`src/rtl/u8bmp_pkg.sv`:
```
package u8bmp_pkg;

    // decoder phase between bytes
    typedef enum logic [1:0] {
        PH_IDLE       = 2'd0,
        PH_TWO_LAST   = 2'd1,
        PH_THREE_MID  = 2'd2,
        PH_THREE_LAST = 2'd3
    } phase_t;

    // byte class masks and patterns
    localparam logic [7:0] ASCII_MASK     = 8'h80;
    localparam logic [7:0] CONT_MASK      = 8'hc0;
    localparam logic [7:0] CONT_PATTERN   = 8'h80;
    localparam logic [7:0] LEAD2_MASK     = 8'he0;
    localparam logic [7:0] LEAD2_PATTERN  = 8'hc0;
    localparam logic [7:0] LEAD3_MASK     = 8'hf0;
    localparam logic [7:0] LEAD3_PATTERN  = 8'he0;
    localparam logic [7:0] LEAD2_PAYLOAD  = 8'h1f;
    localparam logic [7:0] LEAD3_PAYLOAD  = 8'h0f;
    localparam logic [7:0] CONT_PAYLOAD   = 8'h3f;

    localparam logic [15:0] REPLACEMENT_RESET = 16'hfffd;

    // result of decoding one word
    typedef struct packed {
        logic        valid;
        logic [15:0] code_point;
        logic        is_error;
    } dec_result_t;

endpackage

```
`src/rtl/u8bmp_in_stage.sv`:
```
module u8bmp_in_stage
    import u8bmp_pkg::*;
(
    input  logic       aclk,
    input  logic       aresetn,
    input  logic       s_valid,
    output logic       s_ready,
    input  logic [7:0] s_byte_in,
    input  logic       advance,
    output logic       byte_valid,
    output logic [7:0] byte_data
);

    logic       valid_reg;
    logic       valid_next;
    logic [7:0] byte_reg;

    // room when empty or when the held word moves on this cycle
    assign s_ready = !valid_reg || advance;

    always_comb begin
        valid_next = valid_reg;
        if (s_valid && s_ready) begin
            valid_next = 1'b1;
        end else if (advance) begin
            valid_next = 1'b0;
        end
    end

    always_ff @(posedge aclk) begin
        if (!aresetn) begin
            valid_reg <= 1'b0;
        end else begin
            valid_reg <= valid_next;
        end
    end

    // payload capture
    always_ff @(posedge aclk) begin
        if (s_valid && s_ready) begin
            byte_reg <= s_byte_in;
        end
    end

    assign byte_valid = valid_reg;
    assign byte_data  = byte_reg;

`ifndef SYNTH
    // a held word that cannot move stays held
    a_hold: assert property (@(posedge aclk) disable iff (!aresetn)
        valid_reg && !advance |=> valid_reg && $stable(byte_reg))
        else $error("input word lost while stalled");
    // an empty stage always has room
    a_room: assert property (@(posedge aclk) disable iff (!aresetn)
        !valid_reg |-> s_ready)
        else $error("empty input stage not ready");
    // the stage only advances a word it holds
    a_adv: assert property (@(posedge aclk) disable iff (!aresetn)
        advance |-> valid_reg)
        else $error("advance with empty input stage");
`endif

endmodule

```
`src/rtl/u8bmp_dec.sv`:
```
module u8bmp_dec
    import u8bmp_pkg::*;
(
    input  logic        aclk,
    input  logic        aresetn,
    input  logic        step,
    input  logic [7:0]  byte_data,
    input  logic [15:0] replacement,
    output dec_result_t res
);

    phase_t      phase_reg;
    phase_t      phase_next;
    logic [15:0] partial_reg;
    logic [15:0] partial_next;

    logic        is_ascii;
    logic        is_cont;
    logic        is_lead2;
    logic        is_lead3;
    logic [5:0]  cont_bits;

    // byte classification
    assign is_ascii  = (byte_data & ASCII_MASK) == 8'h00;
    assign is_cont   = (byte_data & CONT_MASK) == CONT_PATTERN;
    assign is_lead2  = (byte_data & LEAD2_MASK) == LEAD2_PATTERN;
    assign is_lead3  = (byte_data & LEAD3_MASK) == LEAD3_PATTERN;
    assign cont_bits = byte_data[5:0] & CONT_PAYLOAD[5:0];

    // next phase and partial value
    always_comb begin
        phase_next   = phase_reg;
        partial_next = partial_reg;
        if (step) begin
            case (phase_reg)
                PH_IDLE: begin
                    if (is_ascii) begin
                        phase_next = PH_IDLE;
                    end else if (is_lead2) begin
                        phase_next   = PH_TWO_LAST;
                        partial_next = {5'd0, byte_data[4:0] & LEAD2_PAYLOAD[4:0], 6'd0};
                    end else if (is_lead3) begin
                        phase_next   = PH_THREE_MID;
                        partial_next = {byte_data[3:0] & LEAD3_PAYLOAD[3:0], 12'd0};
                    end else begin
                        phase_next   = PH_IDLE;
                        partial_next = 16'd0;
                    end
                end
                PH_THREE_MID: begin
                    if (is_cont) begin
                        phase_next   = PH_THREE_LAST;
                        partial_next = partial_reg | {4'd0, cont_bits, 6'd0};
                    end else begin
                        phase_next   = PH_IDLE;
                        partial_next = 16'd0;
                    end
                end
                default: begin
                    phase_next   = PH_IDLE;
                    partial_next = 16'd0;
                end
            endcase
        end
    end

    always_ff @(posedge aclk) begin
        if (!aresetn) begin
            phase_reg   <= PH_IDLE;
            partial_reg <= 16'd0;
        end else begin
            phase_reg   <= phase_next;
            partial_reg <= partial_next;
        end
    end

    // result for the current word
    always_comb begin
        res.valid      = 1'b0;
        res.code_point = replacement;
        res.is_error   = 1'b1;
        case (phase_reg)
            PH_IDLE: begin
                if (is_ascii) begin
                    res.valid      = step;
                    res.code_point = {8'd0, byte_data};
                    res.is_error   = 1'b0;
                end else if (!is_lead2 && !is_lead3) begin
                    res.valid = step;
                end
            end
            PH_THREE_MID: begin
                res.valid = step && !is_cont;
            end
            default: begin
                res.valid = step;
                if (is_cont) begin
                    res.code_point = partial_reg | {10'd0, cont_bits};
                    res.is_error   = 1'b0;
                end
            end
        endcase
    end

`ifndef SYNTH
    // nothing accumulated while idle
    a_idle_clear: assert property (@(posedge aclk) disable iff (!aresetn)
        phase_reg == PH_IDLE |-> partial_reg == 16'd0)
        else $error("partial value not clear in idle");
    // a two-byte sequence holds only its five lead bits, in bits 10 to 6
    a_two_bits: assert property (@(posedge aclk) disable iff (!aresetn)
        phase_reg == PH_TWO_LAST |-> partial_reg[15:11] == 5'd0 && partial_reg[5:0] == 6'd0)
        else $error("two-byte partial out of range");
    // a middle continuation moves on to the last byte
    a_mid_step: assert property (@(posedge aclk) disable iff (!aresetn)
        step && phase_reg == PH_THREE_MID && is_cont |=> phase_reg == PH_THREE_LAST)
        else $error("three-byte sequence lost its place");
    // an error always carries the replacement code
    a_err_code: assert property (@(posedge aclk) disable iff (!aresetn)
        res.valid && res.is_error |-> res.code_point == replacement)
        else $error("error word without replacement code");
`endif

endmodule

```
`src/rtl/u8bmp_out_stage.sv`:
```
module u8bmp_out_stage
    import u8bmp_pkg::*;
(
    input  logic        aclk,
    input  logic        aresetn,
    input  dec_result_t res,
    output logic        out_free,
    output logic        m_valid,
    input  logic        m_ready,
    output logic [15:0] m_code_point,
    output logic        m_is_error
);

    logic        valid_reg;
    logic [15:0] code_point_reg;
    logic        is_error_reg;

    // free when empty or when the held word is taken this cycle
    assign out_free = !valid_reg || m_ready;

    always_ff @(posedge aclk) begin
        if (!aresetn) begin
            valid_reg <= 1'b0;
        end else if (out_free) begin
            valid_reg <= res.valid;
        end
    end

    // result payload
    always_ff @(posedge aclk) begin
        if (out_free && res.valid) begin
            code_point_reg <= res.code_point;
            is_error_reg   <= res.is_error;
        end
    end

    assign m_valid      = valid_reg;
    assign m_code_point = code_point_reg;
    assign m_is_error   = is_error_reg;

`ifndef SYNTH
    // no result is offered while the register is full and stalled
    a_no_overwrite: assert property (@(posedge aclk) disable iff (!aresetn)
        res.valid |-> out_free)
        else $error("result arrives at a full output register");
    // a stalled result stays in place
    a_stall: assert property (@(posedge aclk) disable iff (!aresetn)
        valid_reg && !m_ready |=> valid_reg && $stable(code_point_reg)
            && $stable(is_error_reg))
        else $error("stalled result changed");
    // a result offered while free shows up next cycle
    a_load: assert property (@(posedge aclk) disable iff (!aresetn)
        out_free && res.valid |=> valid_reg)
        else $error("result not loaded");
`endif

endmodule

```
`src/rtl/utf8_bmp_decoder_top.sv`:
```
// UTF-8 decoder for the Basic Multilingual Plane: one byte word in, and after
// each byte that completes a one-, two- or three-byte sequence, one 16-bit
// code point out with is_error low. A malformed byte (a stray continuation, a
// lead of four or more bytes, or a non-continuation inside a sequence) yields
// the programmed replacement code with is_error high, is consumed, and returns
// the decoder to idle; lead bytes produce no word. Overlong forms and
// surrogates pass undetected. The block takes one byte per cycle while the
// output is not stalled: a byte is held in the input register, is decoded in
// a single pass against the phase state, and is registered in the output
// register once that register is free. The replacement code resets to 0xFFFD
// and should only be written while no bytes are in flight.
module utf8_bmp_decoder_top
    import u8bmp_pkg::*;
(
    input  logic        aclk,
    input  logic        aresetn,
    input  logic        cfg_wr_en,
    input  logic [15:0] cfg_wr_data,
    input  logic        s_valid,
    output logic        s_ready,
    input  logic [7:0]  s_byte_in,
    output logic        m_valid,
    input  logic        m_ready,
    output logic [15:0] m_code_point,
    output logic        m_is_error
);

    logic [15:0] replacement_reg;
    logic        byte_valid;
    logic [7:0]  byte_data;
    logic        out_free;
    logic        advance;
    dec_result_t res;

    // replacement code register
    always_ff @(posedge aclk) begin
        if (!aresetn) begin
            replacement_reg <= REPLACEMENT_RESET;
        end else if (cfg_wr_en) begin
            replacement_reg <= cfg_wr_data;
        end
    end

    // a word is decoded once the output register can take its result
    assign advance = byte_valid && out_free;

    u8bmp_in_stage u_in (
        .aclk       (aclk),
        .aresetn    (aresetn),
        .s_valid    (s_valid),
        .s_ready    (s_ready),
        .s_byte_in  (s_byte_in),
        .advance    (advance),
        .byte_valid (byte_valid),
        .byte_data  (byte_data)
    );

    u8bmp_dec u_dec (
        .aclk        (aclk),
        .aresetn     (aresetn),
        .step        (advance),
        .byte_data   (byte_data),
        .replacement (replacement_reg),
        .res         (res)
    );

    u8bmp_out_stage u_out (
        .aclk         (aclk),
        .aresetn      (aresetn),
        .res          (res),
        .out_free     (out_free),
        .m_valid      (m_valid),
        .m_ready      (m_ready),
        .m_code_point (m_code_point),
        .m_is_error   (m_is_error)
    );

`ifndef SYNTH
    // the decoder never emits without a word to decode
    a_res_src: assert property (@(posedge aclk) disable iff (!aresetn)
        res.valid |-> advance)
        else $error("result without input word");
    // with both sides idle-free, input is always accepted
    a_flow: assert property (@(posedge aclk) disable iff (!aresetn)
        m_ready |-> s_ready)
        else $error("input stalled with output draining");
    // replacement code follows a write
    a_cfg: assert property (@(posedge aclk) disable iff (!aresetn)
        cfg_wr_en |=> replacement_reg == $past(cfg_wr_data))
        else $error("replacement write lost");
`endif

endmodule

```
`config.mk`:
```
export PLATFORM = sky130hd
export DESIGN_NAME = utf8_bmp_decoder_top
export DESIGN_NICKNAME = d
export VERILOG_FILES = /design/src/rtl/u8bmp_pkg.sv /design/src/rtl/u8bmp_in_stage.sv /design/src/rtl/u8bmp_dec.sv /design/src/rtl/u8bmp_out_stage.sv /design/src/rtl/utf8_bmp_decoder_top.sv
export SDC_FILE = /design/constraint.sdc
export NUM_CORES = 1
export LEC_CHECK = 0
export ABC_AREA = 1
export BUFFER_PORTS_ARGS = -buffer_cell sky130_fd_sc_hd__buf_4
export CAP_MARGIN = 10
export CORE_MARGIN = 5
export CORE_UTILIZATION = 35
export DETAILED_ROUTE_END_ITERATION = 7
export SETUP_SLACK_MARGIN = 0.5
export SYNTH_ARGS = -nofsm -noshare
export SYNTH_HDL_FRONTEND = slang
export SYNTH_SLANG_ARGS = --single-unit
export TNS_END_PERCENT = 100
```
`constraint.sdc`:
```
create_clock -name aclk -period 3.6 [get_ports aclk]
set_clock_uncertainty 0.05 [all_clocks]
set_input_delay 0.18 -clock aclk [delete_from_list [all_inputs] [get_ports aclk]]
set_output_delay 0.18 -clock aclk [all_outputs]
set_load 0.005 [all_outputs]
```
==> run metrics <==
Worst Reg-to-Reg Cells=4; first-pass GRT wire length=8470 um; diode count=0; H-tree levels=2; Clock Latency Late Sink=300 ps; CORE AREA=6310 sq um; initial antenna violation count=0; critical register-to-register path endpoint=u_out.m_code_point[2]; VDD IR max=0.250 mV; WL/cell=13.3 um; placed cell count=371; Final WS setup=1710 ps; met3 global-route usage=3.83%; largest net degree at the start of global routing=21; switching power=0.000311 W; CTS buffer count=5; Crit path required time=3490 ps; status=finished clean; number of global-route vias before repair=1842; area grow syn2layout=25.6%; clk buf depth=2; post-synth net total=284; max-slew violation count=0; Rows=29; Via density=4.80; Worst-path clk slew=100 ps; clock power share=28.2%; Via Count=1859; Power, Total=0.00122 W; Final setup violation count=0; grt met2 use=21.2%; Critical Path Source Type=flop; CP Class=flop to flop; DIE AREA=8170 sq um; ranking of synthesized cells by area=edfxtp_1 33%, dfxtp_1 27%, nand2_1 13%; CP peak stage delay=550 ps; Hold Path Sink=replacement_reg[0]; min cycle time layout=1890 ps; setup slack, reg-to-reg=1710 ps; Worst Hold Launch=cfg_wr_data[0]; pre-CTS setup slack=1750 ps; detailed-route wire length=5140 um; Worst Tran Pin Value=684 ps; met1 Use GR=15.5%; post-synth top area share=33.2%; combinational share of power=13.1%; CP Max Fanout=17; Sw Share=25.6%; DRC viols=0; Netlist cell types=25; Leak Pwr=1.25 nW; period utilisation layout=52.4%; most frequent cells in the layout=79 x nand2_1, 47 x buf_4, 30 x dfxtp_1; clk sinks=55; Max Cap Viol=0; Mapped Cells=255; CTS root buffer=clkbuf_8; Die Span X=90.4 um; Pint=0.000906 W; syn avg cell area=8.87 sq um; Detailed Route Iter0 Violations=99; DPL Wire Length=3880 um; leading area contributor after synthesis=edfxtp_1; GPL Wtd Cong=0.867; hold path depth=3; layout net count=338; Initial Util=35.8%; global route hottest layer=met2; RSZ-0062 raised after global routing=no; Hold Path Class=primary input to flop; Critical Path AT=1780 ps; number of synthesized register bits=55; Hold WS=23.1 ps; slew margin rel.=54.3%; sequential share of the synthesized area=59.7%; Tot GR Track Use=12.6%; final std cells w/o fill=387; Post-CTS Setup Bufs=0; Crit-path slowest cell=inv_1; Fin. Hold Viols=0; Routed Antenna Nets=0; Port Buffers=47; post-route setup TNS=0 ps; Sequential Power Share=58.7%; Die Y=90.4 um; Setup crit end kind=flop; DRT Pass-1 Iters=4; Power Density=428 nW/um^2; Syn. warnings=0; R2R Path Start=u_dec.phase_reg[0]; fmax=530 MHz; commonest non-fill, non-tap cell in the layout=nand2_1; I/O pin count=48; layout cells sized above 1=21.3%; TritonCTS clock tree=built; Post-Syn Area=2260 sq um; cells along the critical path=nor2_4 -> nand3b_1 -> nand4_1 -> inv_1; Congestion Overflow GR=0
-- how the worst max path moves through the flow --
| stage | startpoint | end | slack, ps | cells past startpoint |
|---|---|---|---|---|
| after floorplan | u_in.byte_data[6] | u_out.m_code_point[0] | 2010 | 4 |
| after global placement | u_in.byte_data[6] | u_out.m_code_point[2] | 1800 | 4 |
| after detailed placement | u_dec.phase_reg[0] | u_out.m_code_point[15] | 1750 | 4 |
| after CTS | u_dec.phase_reg[0] | u_out.m_code_point[10] | 1720 | 4 |
| after global routing | u_in.byte_data[6] | u_out.m_code_point[10] | 1590 | 5 |
| final | u_dec.phase_reg[0] | u_out.m_code_point[2] | 1710 | 4 |
-- per-stage QoR --
step | utilization [%] | instance area [sq um]
after floorplan | - | 2260
after global placement | 42.3 | 2670
after detailed placement | 42.3 | 2670
after CTS | 44.8 | 2830
after global routing | 45.0 | 2840
final | 45.0 | 2840
-- synthesized netlist by cell type (all sizes together) --
cell    instances
nand4           1
edfxtp         25
nor2           19
buf             3
nand3          29
nor3            1
nand2          83
o211ai          1
nand3b          1
o221ai          1
a31oi           1
clkbuf          5
a21oi          16
dfxtp          30
a22o            3
a21boi          1
o21ai           9
inv            26
-- logic make-up (layout without fill, tap and decap cells) --
group / after synthesis / after routing / synth area share (%)
buf+inv: 34 / 89 / 6.14
compound gates: 32 / 32 / 8.19
flops: 55 / 55 / 59.7
simple gates: 134 / 134 / 25.9
-- power by group through the flow --
stage               registers [W]  logic (W)  clock network, W
finish                   0.000714   0.000159          0.000344
global route             0.000719   0.000179          0.000374
CTS                      0.000715   0.000160          0.000353
detailed placement       0.000729   0.000154                 0
global placement         0.000729   0.000152                 0
floorplan                0.000726  0.0000905                 0
-- metal layers --
metal / up-vias / wire length [um]
met5: - / 0
met4: 0 / 68
met3: 8 / 237
met2: 55 / 2430
met1: 854 / 2400
li1: 942 / -
-- worst max-delay path, delay by kind of cell, from the launching register on --
kind / cells / cell delay [ps]
buffers and inverters: 1 / 550
flip-flops: 1 / 480
AND/OR/NAND/NOR: 3 / 450
-- repair_timing --
| action | 4_1_cts | 5_1_grt |
|---|---|---|
| resized for setup | 0 | 0 |
| hold buffers | 7 | 1 |
| hold endpoints to repair | 7 | 1 |
-- area by class of cell --
class	instances	area [sq um]
clock buffer	5	68.8
clock inverter	3	22.5
fill	655	3470
inverter	26	97.6
multi-input combinational	166	772
sequential	55	1350
tap	77	96.3
timing repair buffer	55	433
Note: power is estimated with default switching activity, not from simulation.
